### src/rtl/dlwc_fifo.sv
`timescale 1ns / 1ps
// ----------------------------------------------------------------------------
// dlwc_fifo
// Two-word queue between the classifier and the clip pipeline.
// ----------------------------------------------------------------------------
module dlwc_fifo #(
    parameter int W = 8
) (
    input  logic         clk,
    input  logic         rst_n,
    input  logic         push,
    input  logic [W-1:0] wdata,
    input  logic         pop,
    output logic [W-1:0] rdata,
    output logic         full,
    output logic         not_empty
);

    localparam int DEPTH = 2;
    localparam int AW    = $clog2(DEPTH);

    logic [W-1:0]  mem [0:DEPTH-1];
    logic [AW-1:0] wr_ptr_reg, wr_ptr_next, rd_ptr_reg, rd_ptr_next;
    logic [AW:0]   cnt_reg, cnt_next;

    always_comb
    begin
        wr_ptr_next = push ? wr_ptr_reg + AW'(1) : wr_ptr_reg;
        rd_ptr_next = pop  ? rd_ptr_reg + AW'(1) : rd_ptr_reg;
        cnt_next    = cnt_reg + (AW+1)'(push) - (AW+1)'(pop);
    end

    always_ff @(posedge clk or negedge rst_n)
    begin
        if (!rst_n)
        begin
            wr_ptr_reg <= '0;
            rd_ptr_reg <= '0;
            cnt_reg    <= '0;
        end
        else
        begin
            wr_ptr_reg <= wr_ptr_next;
            rd_ptr_reg <= rd_ptr_next;
            cnt_reg    <= cnt_next;
        end
    end

    always_ff @(posedge clk)
    begin
        if (push)
        begin
            mem[wr_ptr_reg] <= wdata;
        end
    end

    assign rdata     = mem[rd_ptr_reg];
    assign full      = (cnt_reg == (AW+1)'(DEPTH));
    assign not_empty = (cnt_reg != '0);

`ifndef SYNTHESIS
    a_cnt_bound: assert property (@(posedge clk) disable iff (!rst_n)
        cnt_reg <= (AW+1)'(DEPTH))
        else $error("queue count beyond depth");
    a_pop_nonempty: assert property (@(posedge clk) disable iff (!rst_n)
        pop |-> cnt_reg != '0)
        else $error("pop from empty queue");
`endif

endmodule

### config.mk
export PLATFORM = sky130hd
export DESIGN_NAME = dlwc_fifo
export DESIGN_NICKNAME = d
export VERILOG_FILES = /design/src/rtl/dlwc_fifo.sv
export SDC_FILE = /design/constraint.sdc
export NUM_CORES = 1
export LEC_CHECK = 0
export BUFFER_PORTS_ARGS = -buffer_cell sky130_fd_sc_hd__buf_2
export CELL_PAD_IN_SITES_DETAIL_PLACEMENT = 0
export CELL_PAD_IN_SITES_GLOBAL_PLACEMENT = 1
export CORE_MARGIN = 8
export CORE_UTILIZATION = 44
export DETAILED_ROUTE_END_ITERATION = 10
export PLACE_DENSITY_LB_ADDON = 0.05
export SYNTH_ARGS = -nofsm -noshare
export SYNTH_HDL_FRONTEND = slang
export SYNTH_SLANG_ARGS = --single-unit
### constraint.sdc
create_clock -name clk -period 2.8 [get_ports clk]
set_input_delay 0 -clock clk [delete_from_list [all_inputs] [get_ports clk]]
set_output_delay 0 -clock clk [all_outputs]
set_load 0.02 [all_outputs]
==> flow_summary.toml, run 1 <==
[power_and_ir_drop]
pwr-share-clk_pct = 14.3
power.internal_uw = 651
p_switching_uw = 308
sequentialPowerShare_pct = 48.4
power_per_cell_area_nw_per_um2 = 894
p_leak_nw = 0.465
p_comb_share_pct = 37.3
swShare_pct = 32.1
ir_worst_vdd_mv = 0.525

[die]
rows = 15
initial_core_util_pct = 47.0
die_x_um = 58.9
coreArea_um2 = 1730
die-area_um2 = 3470
die_y_um = 58.9
ioPinCount = 22

[synthesis]
ys_types = 11
synth_area_leaders = "edfxtp_1, mux2_4, dfrtp_1"
syn_area_um2 = 811
synth_warnings = 0
synth_cells = 40
ys_seq_area_share_pct = 71.6
synth_seq_cells = 20
yosysTopAreaCell = "edfxtp_1"
synth.top_cell.area_share_pct = 59.3
synth_area_per_cell_um2 = 20.3
syn_nets = 54

[cts]
holdBufCountCts = 11
clock_tree.buffer_depth = 2
worstSkewPairLatency_ps = 290
cts_setup_buffers = 0
cts-root-buf = "clkbuf_4"
htree_num_levels = 1
path_clk_slew_ps = 100
cts.repair.resized = 0
cts_inserted_buffers = 3
cts_sinks = 20
cts_tree = "built"

[final_layout]
diodes = 0
drive_gt1_share_pct = 44.0
nets = 90
area_growth_pct = 32.3
largest_reg_flops = 16
fin_area_um2 = 1070

[detailed_routing]
vias = 436
ant_nets = 0
detail_route.wl_per_cell_um = 12.8
drc_errors = 0
routed_wl_um = 1280
firstDrtPassIters = 2
avgViaCountPerCell = 4.36
drt-initial-drc-count = 1

[timing]
finalSetupTns_ps = 0
tightest_slew_ps = 728
finalCritPeriodShare_pct = 52.3
clock_skew_ps = 5.12
rsz0062_at_grt = "false"
max_freq_mhz = 683
setup_viol = 0
final.setup.worst_slack_ps = 1340
hold_viol_final = 0
holdWs_ps = 36.0
drv_slew = 0
min_period_ps = 1460
slew_headroom_pct = 51.4

[setup_path]
cp-start-kind = "flop"
ff2ff_setup_slack_ps = 1440
cpMaxStageDelayCell = "dfrtp_1"
required_ps = 2800
reg2reg_depth = 1
r2r_end = "mem[0][4]"
timing.critical_path.buf_inv = 1
cp_max_fo = 9
cpPeakStageDelay_ps = 670
critical_path.top_delay_family = "flip-flops"
arrival_ps = 1460
crit_chain = "mux2_4, buf_2"
r2r-start = "wr_ptr_reg"
critPathKind = "reg -> out"
critPathCaptureType = "output port"
cp-startpoint = "rd_ptr_reg"

[grt]
grt_max_degree = 12
grt_pass1_wl_um = 2130
grt-ovfl-total = 0
first_global_vias = 496
grt_antenna_before_repair = 0
grt_usage_pct = 8.02

[placed_design]
dpl_worst_slack_ps = 1460
dpl_cell_area_um2 = 936
routabilityCongestion = 0.636
port_buffers = 21

[run_status]
status = "complete, no violations"

[worst_hold_path]
hold_path_class = "in -> async"

[run]
max_cap_violations = 0
-- kinds of logic (layout without fill, tap and decap cells) --
logic type | after synthesis | after routing | synth area share, %
simple gates | 4 | 4 | 3.09
mux | 8 | 8 | 14.8
xor+xnor | 3 | 3 | 5.09
flops | 20 | 20 | 71.6
buf+inv | 3 | 38 | 2.32
fa+ha+maj | 2 | 2 | 3.09
-- cells in the final DEF, fill, tap and decap left out --
cell type      netlist  final
inv_1                2      2
nor2b_1              2      2
ha_1                 2      2
clkbuf_4             0      3
dlygate4sd3_1        0     11
or2_2                1      1
buf_2                0     21
edfxtp_1            16     16
and2_1               1      1
xor2_1               2      2
clkbuf_1             0      1
xor3_1               1      1
dfrtp_1              4      4
mux2_4               8      8
-- routing by layer --
layer	wire length [um]	up-vias	global-route usage [%]	part of all wire, %
met2	679	11	14.0	53
li1	-	217	-	-
met1	534	208	8.34	42
met3	61	0	2.61	4.8
met5	0	-	0	0
met4	0	0	4.10	0
-- area by class of cell --
cell class | count | area (um^2)
Tap cell | 25 | 31.3
Inverter | 2 | 7.51
Multi-Input combinational cell | 17 | 211
Fill cell | 149 | 654
Timing Repair Buffer | 32 | 215
Clock buffer | 4 | 26.3
Sequential cell | 20 | 581
-- through the flow --
step	power [mW]	util (%)	instances
after floorplan	0.741	-	40
after global placement	0.821	54.2	85
after detailed placement	0.828	54.2	85
after CTS	0.972	62.1	100
after global routing	1.02	62.1	100
final	0.959	62.1	100
-- worst max path at each step --
stage	endpoint	cells after the start
2_1_floorplan	mem[0][0]	1
3_3_place_gp	mem[0][3]	1
3_5_place_dp	mem[0][3]	1
4_1_cts	rdata[0]	2
5_1_grt	rdata[7]	2
6_report	rdata[0]	2
-- power by group through the flow --
stage / combinational (mW) / clock (mW) / sequential (mW)
finish: 0.358 / 0.137 / 0.464
global route: 0.387 / 0.156 / 0.477
CTS: 0.364 / 0.139 / 0.468
detailed placement: 0.352 / 0 / 0.475
global placement: 0.350 / 0 / 0.471
floorplan: 0.306 / 0 / 0.435
-- synth_stat cells --
library cell / number
and2_1: 1
mux2_4: 8
xor3_1: 1
dfrtp_1: 4
ha_1: 2
edfxtp_1: 16
xor2_1: 2
nor2b_1: 2
buf_6: 1
or2_2: 1
inv_1: 2
Note: power is estimated with default switching activity, not from simulation.
==> run 2: changes to the inputs <==
- CORE_UTILIZATION: 44 -> 41
- clock period: 2.8 -> 1.5 ns (I/O delays scaled with it)
==> flow_summary.toml, run 2 (synthesized netlist as in run 1, its figures left out) <==
[setup_path]
reg2reg_depth = 5
required_ps = 1500
arrival_ps = 1320
endpoint = "rdata[4]"
ff2ff_setup_slack_ps = 310
cp-startpoint = "rd_ptr_reg"
critPathKind = "reg -> out"
r2r_end = "cnt_reg[1]"
r2r-start = "cnt_reg[0]"
cp_max_fo = 9
critPathCaptureType = "output port"
cp-start-kind = "flop"

[power_and_ir_drop]
p_switching_uw = 568
power_per_cell_area_nw_per_um2 = 1650
p_comb_share_pct = 37.6
pwr-share-clk_pct = 13.8
total_power_mw = 1.79
ir_worst_vdd_mv = 0.854
swShare_pct = 31.7
power.internal_mw = 1.23
sequentialPowerShare_pct = 48.5
p_leak_nw = 0.470

[final_layout]
drive_gt1_share_pct = 46.1
nets = 91
mostFrequentLayoutCell = "buf_2"
layout_common_cells = "buf_2, edfxtp_1, dlygate4sd3_1"
area_growth_pct = 33.6
largest_reg_flops = 16
diodes = 0
fin_area_um2 = 1080

[placed_design]
routabilityCongestion = 0.585
dpl_worst_slack_ps = 310
dpl_cell_area_um2 = 946
hpwl_um = 894
port_buffers = 21

[timing]
max_freq_mhz = 760
min_period_ps = 1320
finalCritPeriodShare_pct = 87.8
tightest_slew_ps = 401
holdWs_ps = 46.0
hold_viol_final = 0
final.setup.worst_slack_ps = 183
slew_headroom_pct = 73.2
setup_viol = 0
drv_slew = 0
finalSetupTns_ps = 0
clock_skew_ps = 3.13
rsz0062_at_grt = "false"

[detailed_routing]
firstDrtPassIters = 2
drt-initial-drc-count = 2
drc_errors = 0
avgViaCountPerCell = 4.24
routed_wl_um = 1250
detail_route.wl_per_cell_um = 12.1
vias = 437
ant_nets = 0

[cts]
cts_setup_buffers = 0
cts_sinks = 20
cts-root-buf = "clkbuf_4"
clock_tree.buffer_depth = 2
cts_tree = "built"
worstSkewPairLatency_ps = 290
htree_num_levels = 1
path_clk_slew_ps = 100
cts_inserted_buffers = 3

[grt]
grt-ovfl-total = 0
grt_max_degree = 12
first_global_vias = 478
grt_antenna_before_repair = 0
grt_usage_pct = 7.88
grt_pass1_wl_um = 2100

[die]
die_y_um = 60.5
coreArea_um2 = 1920
ioPinCount = 22
initial_core_util_pct = 42.2
die-area_um2 = 3660
die_x_um = 60.5
rows = 16

[worst_hold_path]
hold_path_class = "in -> async"

[run_status]
status = "complete, no violations"

[run]
max_cap_violations = 0
## run 2: cell count changes in the layout (fill, tap and decap cells not counted)
| cell | change |
|---|---|
| buf_4 | +1 |
| dfrtp_1 | -1 |
| dfrtp_2 | +1 |
## run 2: timing repair
item | in CTS | in global routing
hold buffers | 11 | 0
hold endpoints to repair | 23 | 0
setup endpoints to repair | 2 | 0
resized for setup | 1 | 0
## run 2: worst min path at each step
stage           from    endpoint  slack [ps]  cells after the start
5_1_grt        rst_n  cnt_reg[0]          50                      2
3_5_place_dp   rst_n  cnt_reg[0]        -190                      1
2_1_floorplan  rst_n  cnt_reg[0]        -300                      0
6_report       rst_n  wr_ptr_reg          50                      2
4_1_cts        rst_n  wr_ptr_reg          30                      2
3_3_place_gp   rst_n  cnt_reg[0]        -190                      1
## run 2: final cells by class
class	instances	area, um^2
fill	176	838
tap	27	33.8
timing repair buffer	33	223
clock buffer	4	26.3
multi-input combinational	17	211
inverter	2	7.51
sequential	20	582
## run 2: power groups by stage
stage	logic, mW	clock network (mW)	registers [mW]
global route	0.737	0.284	0.894
floorplan	0.571	0	0.811
finish	0.675	0.248	0.870
detailed placement	0.668	0	0.886
global placement	0.666	0	0.879
CTS	0.690	0.259	0.876
## run 2: through the flow
stage	instances	utilization (%)
2_1_floorplan	40	-
3_3_place_gp	88	49.2
3_5_place_dp	88	49.2
4_1_cts	103	56.4
5_1_grt	103	56.4
6_report	103	56.4
## run 2: worst max-delay path, cell delays in order (launching register included)
cell,delay (ps)
dfrtp_2,550
mux2_4,330
buf_2,160
## run 2: per-layer routing
layer  wire, um  part of all wire, %  up-vias  GRT usage, %
li1           -                    -      219             -
met2        645                   52       12          13.3
met5          0                    0        -             0
met3         95                  7.6        2          2.97
met4          8                 0.64        0          4.98
met1        497                   40      204          8.08
