`src/rtl/dlwc_pkg.sv`:
```
`timescale 1ns / 1ps
// ----------------------------------------------------------------------------
// dlwc_pkg
// Shared types and constants of the display-list window clipper.
// ----------------------------------------------------------------------------
package dlwc_pkg;

    localparam int COORD_WIDTH = 24;
    localparam int FRAC_BITS   = 16;
    localparam int COLOR_W     = 32;
    localparam int THICK_W     = 23;
    localparam int SIDE_W      = COLOR_W + THICK_W;
    localparam int APB_DATA_W  = 32;
    localparam int APB_ADDR_W  = 4;

    typedef enum logic [1:0] {
        KIND_LINE   = 2'd0,
        KIND_RECT   = 2'd1,
        KIND_CIRCLE = 2'd2,
        KIND_OTHER  = 2'd3
    } kind_t;

    // per-record control carried down the clip pipeline
    typedef struct packed {
        logic  act;     // line still being clipped
        logic  keep;
        logic  sw;      // endpoints held in swapped order
        logic  last;
        kind_t kind;
        logic  cut_l;   // cut at low edge of current axis
        logic  cut_r;   // cut at high edge of current axis
        logic  neg_l;   // sign of low-edge intercept offset
        logic  neg_r;   // sign of high-edge intercept offset
    } ctl_t;

endpackage

```
`src/rtl/dlwc_front.sv`:
```
`timescale 1ns / 1ps
// ----------------------------------------------------------------------------
// dlwc_front
// Accepts records, classifies them against the window, orders line
// endpoints by x and prepares the x-edge cuts for the back end.
// ----------------------------------------------------------------------------
module dlwc_front #(
    parameter int CW = dlwc_pkg::COORD_WIDTH
) (
    input  logic signed [CW-1:0]             win_x_low,
    input  logic signed [CW-1:0]             win_y_low,
    input  logic signed [CW-1:0]             win_x_high,
    input  logic signed [CW-1:0]             win_y_high,
    input  logic                             s_tvalid,
    output logic                             s_tready,
    input  logic [1:0]                       kind,
    input  logic signed [CW-1:0]             x_start,
    input  logic signed [CW-1:0]             y_start,
    input  logic signed [CW-1:0]             x_end,
    input  logic signed [CW-1:0]             y_end,
    input  logic [dlwc_pkg::SIDE_W-1:0]      side,
    input  logic                             last,
    input  logic                             full,
    output logic                             push,
    output logic [$bits(dlwc_pkg::ctl_t)+8*CW+12+dlwc_pkg::SIDE_W-1:0] word
);

    localparam int E = CW + 2;
    localparam int Q = CW + 1;

    logic signed [E-1:0] xl, yl, xh, yh, xs, ys, xe, ye;
    logic signed [E-1:0] ax, ay, bx, by, dd, sv, nl, nr, svm, nlm, nrm;
    logic signed [E-1:0] cxp, cxm, cyp, cym;
    logic                win_ok, swp, rej, rect_ok, circ_ok, keep;
    dlwc_pkg::ctl_t      ctl;

    assign xl = E'(win_x_low);
    assign yl = E'(win_y_low);
    assign xh = E'(win_x_high);
    assign yh = E'(win_y_high);
    assign xs = E'(x_start);
    assign ys = E'(y_start);
    assign xe = E'(x_end);
    assign ye = E'(y_end);

    assign win_ok = (xl < xh) && (yl < yh);

    assign swp = (kind == dlwc_pkg::KIND_LINE) && (xs > xe);
    assign ax  = swp ? xe : xs;
    assign ay  = swp ? ye : ys;
    assign bx  = swp ? xs : xe;
    assign by  = swp ? ys : ye;

    assign rej = (bx < xl) || (ax > xh) ||
                 ((ay < by) ? ((by < yl) || (ay > yh)) : ((ay < yl) || (by > yh)));

    assign rect_ok = (xs >= xl) && (xs <= xh) && (ys >= yl) && (ys <= yh) &&
                     (xe >= xl) && (xe <= xh) && (ye >= yl) && (ye <= yh);

    // circle: radius travels in x_end
    assign cxp = xs + xe;
    assign cxm = xs - xe;
    assign cyp = ys + xe;
    assign cym = ys - xe;
    assign circ_ok = (cxp >= xl) && (cxp <= xh) && (cxm >= xl) && (cxm <= xh) &&
                     (xs >= xl) && (xs <= xh) && (ys >= yl) && (ys <= yh) &&
                     (cyp >= yl) && (cyp <= yh) && (cym >= yl) && (cym <= yh);

    always_comb
    begin
        case (kind)
            dlwc_pkg::KIND_LINE:   keep = win_ok && !rej;
            dlwc_pkg::KIND_RECT:   keep = win_ok && rect_ok;
            dlwc_pkg::KIND_CIRCLE: keep = win_ok && circ_ok;
            dlwc_pkg::KIND_OTHER:  keep = 1'b0;
            default:               keep = 1'b0;
        endcase
    end

    assign dd  = bx - ax;
    assign sv  = by - ay;
    assign nl  = xl - ax;
    assign nr  = xh - bx;
    assign svm = sv[E-1] ? -sv : sv;
    assign nlm = nl[E-1] ? -nl : nl;
    assign nrm = nr[E-1] ? -nr : nr;

    always_comb
    begin
        ctl.act   = (kind == dlwc_pkg::KIND_LINE) && keep;
        ctl.keep  = keep;
        ctl.sw    = swp;
        ctl.last  = last;
        ctl.kind  = dlwc_pkg::kind_t'(kind);
        ctl.cut_l = ctl.act && (dd != '0) && (ax < xl);
        ctl.cut_r = ctl.act && (dd != '0) && (bx > xh);
        ctl.neg_l = sv[E-1] ^ nl[E-1];
        ctl.neg_r = sv[E-1] ^ nr[E-1];
    end

    assign word = {ctl, ax, ay, bx, by, dd[Q-1:0], svm[Q-1:0], nlm[Q-1:0], nrm[Q-1:0],
                   side};

    assign s_tready = !full;
    assign push     = s_tvalid && !full;

endmodule

```
`config.mk`:
```
export PLATFORM = sky130hd
export DESIGN_NAME = dlwc_front
export DESIGN_NICKNAME = d
export VERILOG_FILES = /design/src/rtl/dlwc_pkg.sv /design/src/rtl/dlwc_front.sv
export SDC_FILE = /design/constraint.sdc
export NUM_CORES = 1
export LEC_CHECK = 0
export BUFFER_PORTS_ARGS = -buffer_cell sky130_fd_sc_hd__buf_2
export CORE_ASPECT_RATIO = 1.4
export CORE_MARGIN = 2
export CORE_UTILIZATION = 45
export DETAILED_ROUTE_END_ITERATION = 10
export PLACE_DENSITY = 0.71
export SYNTH_ARGS = -nofsm -noshare
export SYNTH_HDL_FRONTEND = slang
export SYNTH_SLANG_ARGS = --single-unit
```
`constraint.sdc`:
```
create_clock -name vclk -period 25.1
set_clock_uncertainty 0.2 [all_clocks]
set_input_delay 5.02 -clock vclk [all_inputs]
set_output_delay 5.02 -clock vclk [all_outputs]
set_load 0.01 [all_outputs]
```
==> flow_metrics.py, run 1 <==
metrics = {
    "run_status": {
        "status": "completed",
    },
    "job": {
        "maxCapViolCount": 0,
    },
    "timing": {
        "slew_viol_final": 0,
        "grt_setup_unrepaired": "false",
        "period_needed_ps": 18850,
        "report.final.hold_viol_count": 0,
        "finalSetupTns_ps": 0,
        "slew_headroom_pct": 22.9,
        "finalSetupViolations": 0,
        "timing.fmax_mhz": 53.1,
        "worst_slew_pin_slew_ps": 1150,
        "period_share_pct": 75.1,
        "worst_hold_slack_ps": 9840,
    },
    "yosys": {
        "synth-seq-area-share_pct": 0,
        "synth_warnings": 0,
        "yosys.area.top_type_share_pct": 34.1,
        "yosysUniqueCellTypes": 103,
        "yosys-top-cells-area": "ha_1 34%, a21oi_1 5.1%, xnor2_1 5.0%, a21o_1 4.9%, nand2_1 4.5%",
        "synth_top_area_cell": "ha_1",
        "synth_cells": 3716,
        "synth_area_sq_mm": 0.0268,
        "synth_fp_nets": 4706,
        "synth_area_per_cell_sq_um": 7.22,
    },
    "drt": {
        "post_drt_wl_per_cell_microns": 25.2,
        "via_per_inst": 6.33,
        "first_iter_violations": 1943,
        "ant_nets": 0,
        "routed_wl_microns": 119000,
        "drtPass1Iterations": 8,
        "vias": 30000,
        "drc": 0,
    },
    "floorplan": {
        "rows": 105,
        "dieHeight_microns": 293,
        "start_util_pct": 45.6,
        "dieArea_sq_mm": 0.0616,
        "core-area_sq_mm": 0.0589,
        "die_w_microns": 210,
        "io_pins": 523,
    },
    "power": {
        "ir_worst_vdd_v": 0.0000308,
        "pwr_density_cell_mw_per_mm2": 36.2,
        "power_mw": 1.05,
        "p_leak_nw": 15.0,
    },
    "global_route": {
        "grt_max_degree": 74,
        "grt_pass1_vias": 30300,
        "antenna_found_initial": 9,
        "grt_first_pass_wirelength_microns": 175000,
        "grt.total_usage_pct": 37.3,
        "grt_overflow": 0,
    },
    "min_path": {
        "holdPathStages": 0,
        "holdCritPathClass": "in2out",
    },
    "setup_path": {
        "critPathLaunchType": "primary input",
        "path_max_fanout": 73,
        "crit_cells": 28,
        "critPathSlowestCell": "ha_1",
        "end_kind": "output port",
        "slowest_delay_ps": 710,
        "crit_type": "in2out",
        "crit_family": "compound AO/OA/AOI/OAI gates",
        "path_buf_inv": 6,
        "crit_top_cell": "o21a_1",
        "crit_arrival_ps": 13630,
        "crit_required_ps": 19880,
    },
    "final_layout": {
        "clock_buffers": 0,
        "syn_to_final_growth_pct": 8.12,
        "nets": 4975,
        "drive_above_1_share_pct": 12.0,
        "regArea_sq_um": 0,
        "design.seq.count": 0,
    },
    "clock_tree": {
        "hold_buffers": 0,
        "cts_setup_buffers": 0,
        "ctsResizeCount": 0,
    },
    "placed_design": {
        "gp_congestion": 1.03,
        "detailed_place_hpwl_microns": 101000,
        "io_buffers": 411,
    },
}
## cell families after synthesis
logic type | after synthesis | share of synthesized area, %
compound gates | 1055 | 26.0
mux | 24 | 0.928
simple gates | 1197 | 22.6
fa+ha+maj | 759 | 35.4
buf+inv | 445 | 7.41
xor+xnor | 236 | 7.70
## cell usage after synthesis (73+ instances only)
cell type and number:
ha_1 732, nand2_1 322, inv_1 289, a21oi_1 272, nor2_1 246, o21ai_0 218, a21o_1 175, xnor2_1 154
nand4_1 117, nor2b_1 117, xor2_1 82, nand2b_1 77, nand3_1 76, buf_4 73
## final cells by class
cell class                      count  area, sq um
Antenna cell                        3         7.51
Timing Repair Buffer              420         2120
Inverter                          292         1100
Tap cell                          749          937
Fill cell                        6144        29800
Multi-Input combinational cell   3271        24800
## layout by cell type, fill, tap and decap left out, drive strengths merged, types with 14 or more instances in the layout
cell,netlist,final
and3,29,29
inv,290,290
buf,103,420
a31oi,41,41
nor2,246,246
o21a,56,56
o211ai,29,29
nor4,26,26
ha,732,732
nand4,118,118
o31ai,16,16
a21boi,15,15
o21bai,37,37
xnor2,154,154
o21ai,225,225
mux2i,17,17
a21o,175,175
a21oi,273,273
a211oi,23,23
xor2,82,82
and4,14,14
or3,20,20
nand2b,77,77
maj3,21,21
a221oi,16,16
nand2,323,323
nor2b,118,118
and2,21,21
nand3,77,77
nor3,66,66
## worst paths after layout
kind | start | end
worst min-delay path | side[25] | word[25]
worst max-delay path | x_end[9] | word[262]
## metal layers
metal	up-vias	track usage (%)	share of wire [%]	wire (microns)
met4	8	34.2	11	13100
met2	1378	64.8	46	55300
li1	14100	-	-	-
met5	-	0	0.046	55
met1	14000	39.2	36	42800
met3	471	4.63	6.8	8150
## stage by stage
stage / util (%) / setup slack (ps) / cell area, sq um / instances
final: 49.3 / 6250 / 29000 / 4735
after global routing: 49.3 / 5760 / 29000 / 4735
after CTS: 49.3 / 6560 / 29000 / 4732
after detailed placement: 49.3 / 6580 / 29000 / 4732
after global placement: 49.3 / 6490 / 29000 / 4732
after floorplan: - / 8250 / 26800 / 3716
## power by group
| group | switching (mW) | internal (mW) |
|---|---|---|
| clock network | 0 | 0.0000000160 |
| registers | 0 | 0 |
| logic | 0.647 | 0.402 |
| total | 0.647 | 0.402 |
No activity file was read; power rests on OpenSTA's default activity.
==> run 2: changes to the inputs <==
Settings changed: PLACE_DENSITY 0.71 to 0.74.
Clock period 25.1 ns to 17.2 ns, I/O delays scaled along.
==> run 2 against run 1 <==
Global-route usage shrank 0.26 points. Wire length hardly changed. Sequential cell count is the same. Design area about the same. Via count rose by 0.10%. Critical endpoint is now word[59]. Sequential share of layout area stayed put. Critical path depth decreased by 2. Utilization is essentially flat. Largest cell class unchanged. Clock-buffer cell count unchanged. Die area unchanged. Hold slack got worse by 3200 ps. Non-clock buffer count unchanged.
==> flow_metrics.py, run 2 (synthesis gave the netlist of run 1 again) <==
metrics = {
    "floorplan": {
        "io_pins": 523,
        "rows": 105,
        "dieArea_sq_mm": 0.0616,
        "start_util_pct": 45.6,
        "core-area_sq_mm": 0.0589,
        "dieHeight_microns": 293,
        "die_w_microns": 210,
    },
    "timing": {
        "period_needed_ps": 15330,
        "slew_viol_final": 0,
        "report.final.hold_viol_count": 0,
        "worst_slew_pin_slew_ps": 1320,
        "finalSetupTns_ps": 0,
        "grt_setup_unrepaired": "false",
        "finalSetupViolations": 0,
        "slew_headroom_pct": 11.0,
        "period_share_pct": 89.2,
        "timing.fmax_mhz": 65.2,
        "worst_hold_slack_ps": 6680,
    },
    "final_layout": {
        "nets": 4975,
        "utilization_pct": 49.3,
        "design.seq.count": 0,
        "regArea_sq_um": 0,
        "layout_commonest_cell": "ha_1",
        "clock_buffers": 0,
        "drive_above_1_share_pct": 12.0,
        "syn_to_final_growth_pct": 8.19,
        "final_cell_mix": "732 x ha_1, 411 x buf_2, 322 x nand2_1",
    },
    "clock_tree": {
        "hold_buffers": 0,
        "ctsResizeCount": 0,
        "cts_setup_buffers": 0,
    },
    "global_route": {
        "grt_overflow": 0,
        "antenna_found_initial": 15,
        "grt_max_degree": 72,
        "grt_pass1_vias": 29900,
        "grt.total_usage_pct": 37.0,
        "grt_first_pass_wirelength_microns": 173000,
    },
    "drt": {
        "vias": 30000,
        "drtPass1Iterations": 5,
        "post_drt_wl_per_cell_microns": 25.2,
        "drc": 0,
        "first_iter_violations": 2122,
        "routed_wl_microns": 119000,
        "ant_nets": 0,
        "via_per_inst": 6.33,
    },
    "setup_path": {
        "critPathLaunchType": "primary input",
        "path_buf_inv": 5,
        "crit_required_ps": 13560,
        "crit_arrival_ps": 11690,
        "slowest_delay_ps": 1010,
        "crit_family": "compound AO/OA/AOI/OAI gates",
        "path_max_fanout": 17,
        "end_kind": "output port",
        "crit_type": "in2out",
        "critPathSlowestCell": "o21bai_1",
    },
    "placed_design": {
        "gp_congestion": 1.04,
        "io_buffers": 411,
        "detailed_place_hpwl_microns": 101000,
    },
    "job": {
        "maxCapViolCount": 0,
    },
    "min_path": {
        "holdCritPathClass": "in2out",
    },
    "run_status": {
        "status": "completed",
    },
}
[run 2: changes by cell type in the layout (fill, tap and decap cells not counted)]
cell / before / now
diode_2: 3 / 10
[run 2: per-stage QoR]
stage | cell area, sq um | setup slack, ps | instances
floorplan | 26800 | 3510 | 3716
detailed placement | 29000 | 2160 | 4732
CTS | 29000 | 2110 | 4732
global placement | 29000 | 2260 | 4732
finish | 29000 | 1870 | 4742
global route | 29000 | 1680 | 4739
[run 2: final timing paths]
kind / startpoint / cells past startpoint / endpoint / slack (ps)
worst max-delay path: x_end[23] / 26 / word[59] / 1870
worst min-delay path: side[11] / 0 / word[11] / 6680
[run 2: final cells by class]
cell class,count,area (sq um)
Inverter,292,1100
Antenna cell,10,25.0
Tap cell,749,937
Timing Repair Buffer,420,2120
Multi-Input combinational cell,3271,24800
Fill cell,6149,29800
[run 2: layer usage]
| layer | GRT usage (%) | part of all wire [%] | up-vias |
|---|---|---|---|
| li1 | - | - | 14100 |
| met2 | 64.9 | 47 | 1364 |
| met4 | 35.2 | 11 | 6 |
| met1 | 37.9 | 36 | 14000 |
| met3 | 4.68 | 6.5 | 508 |
| met5 | 0 | 0.024 | - |
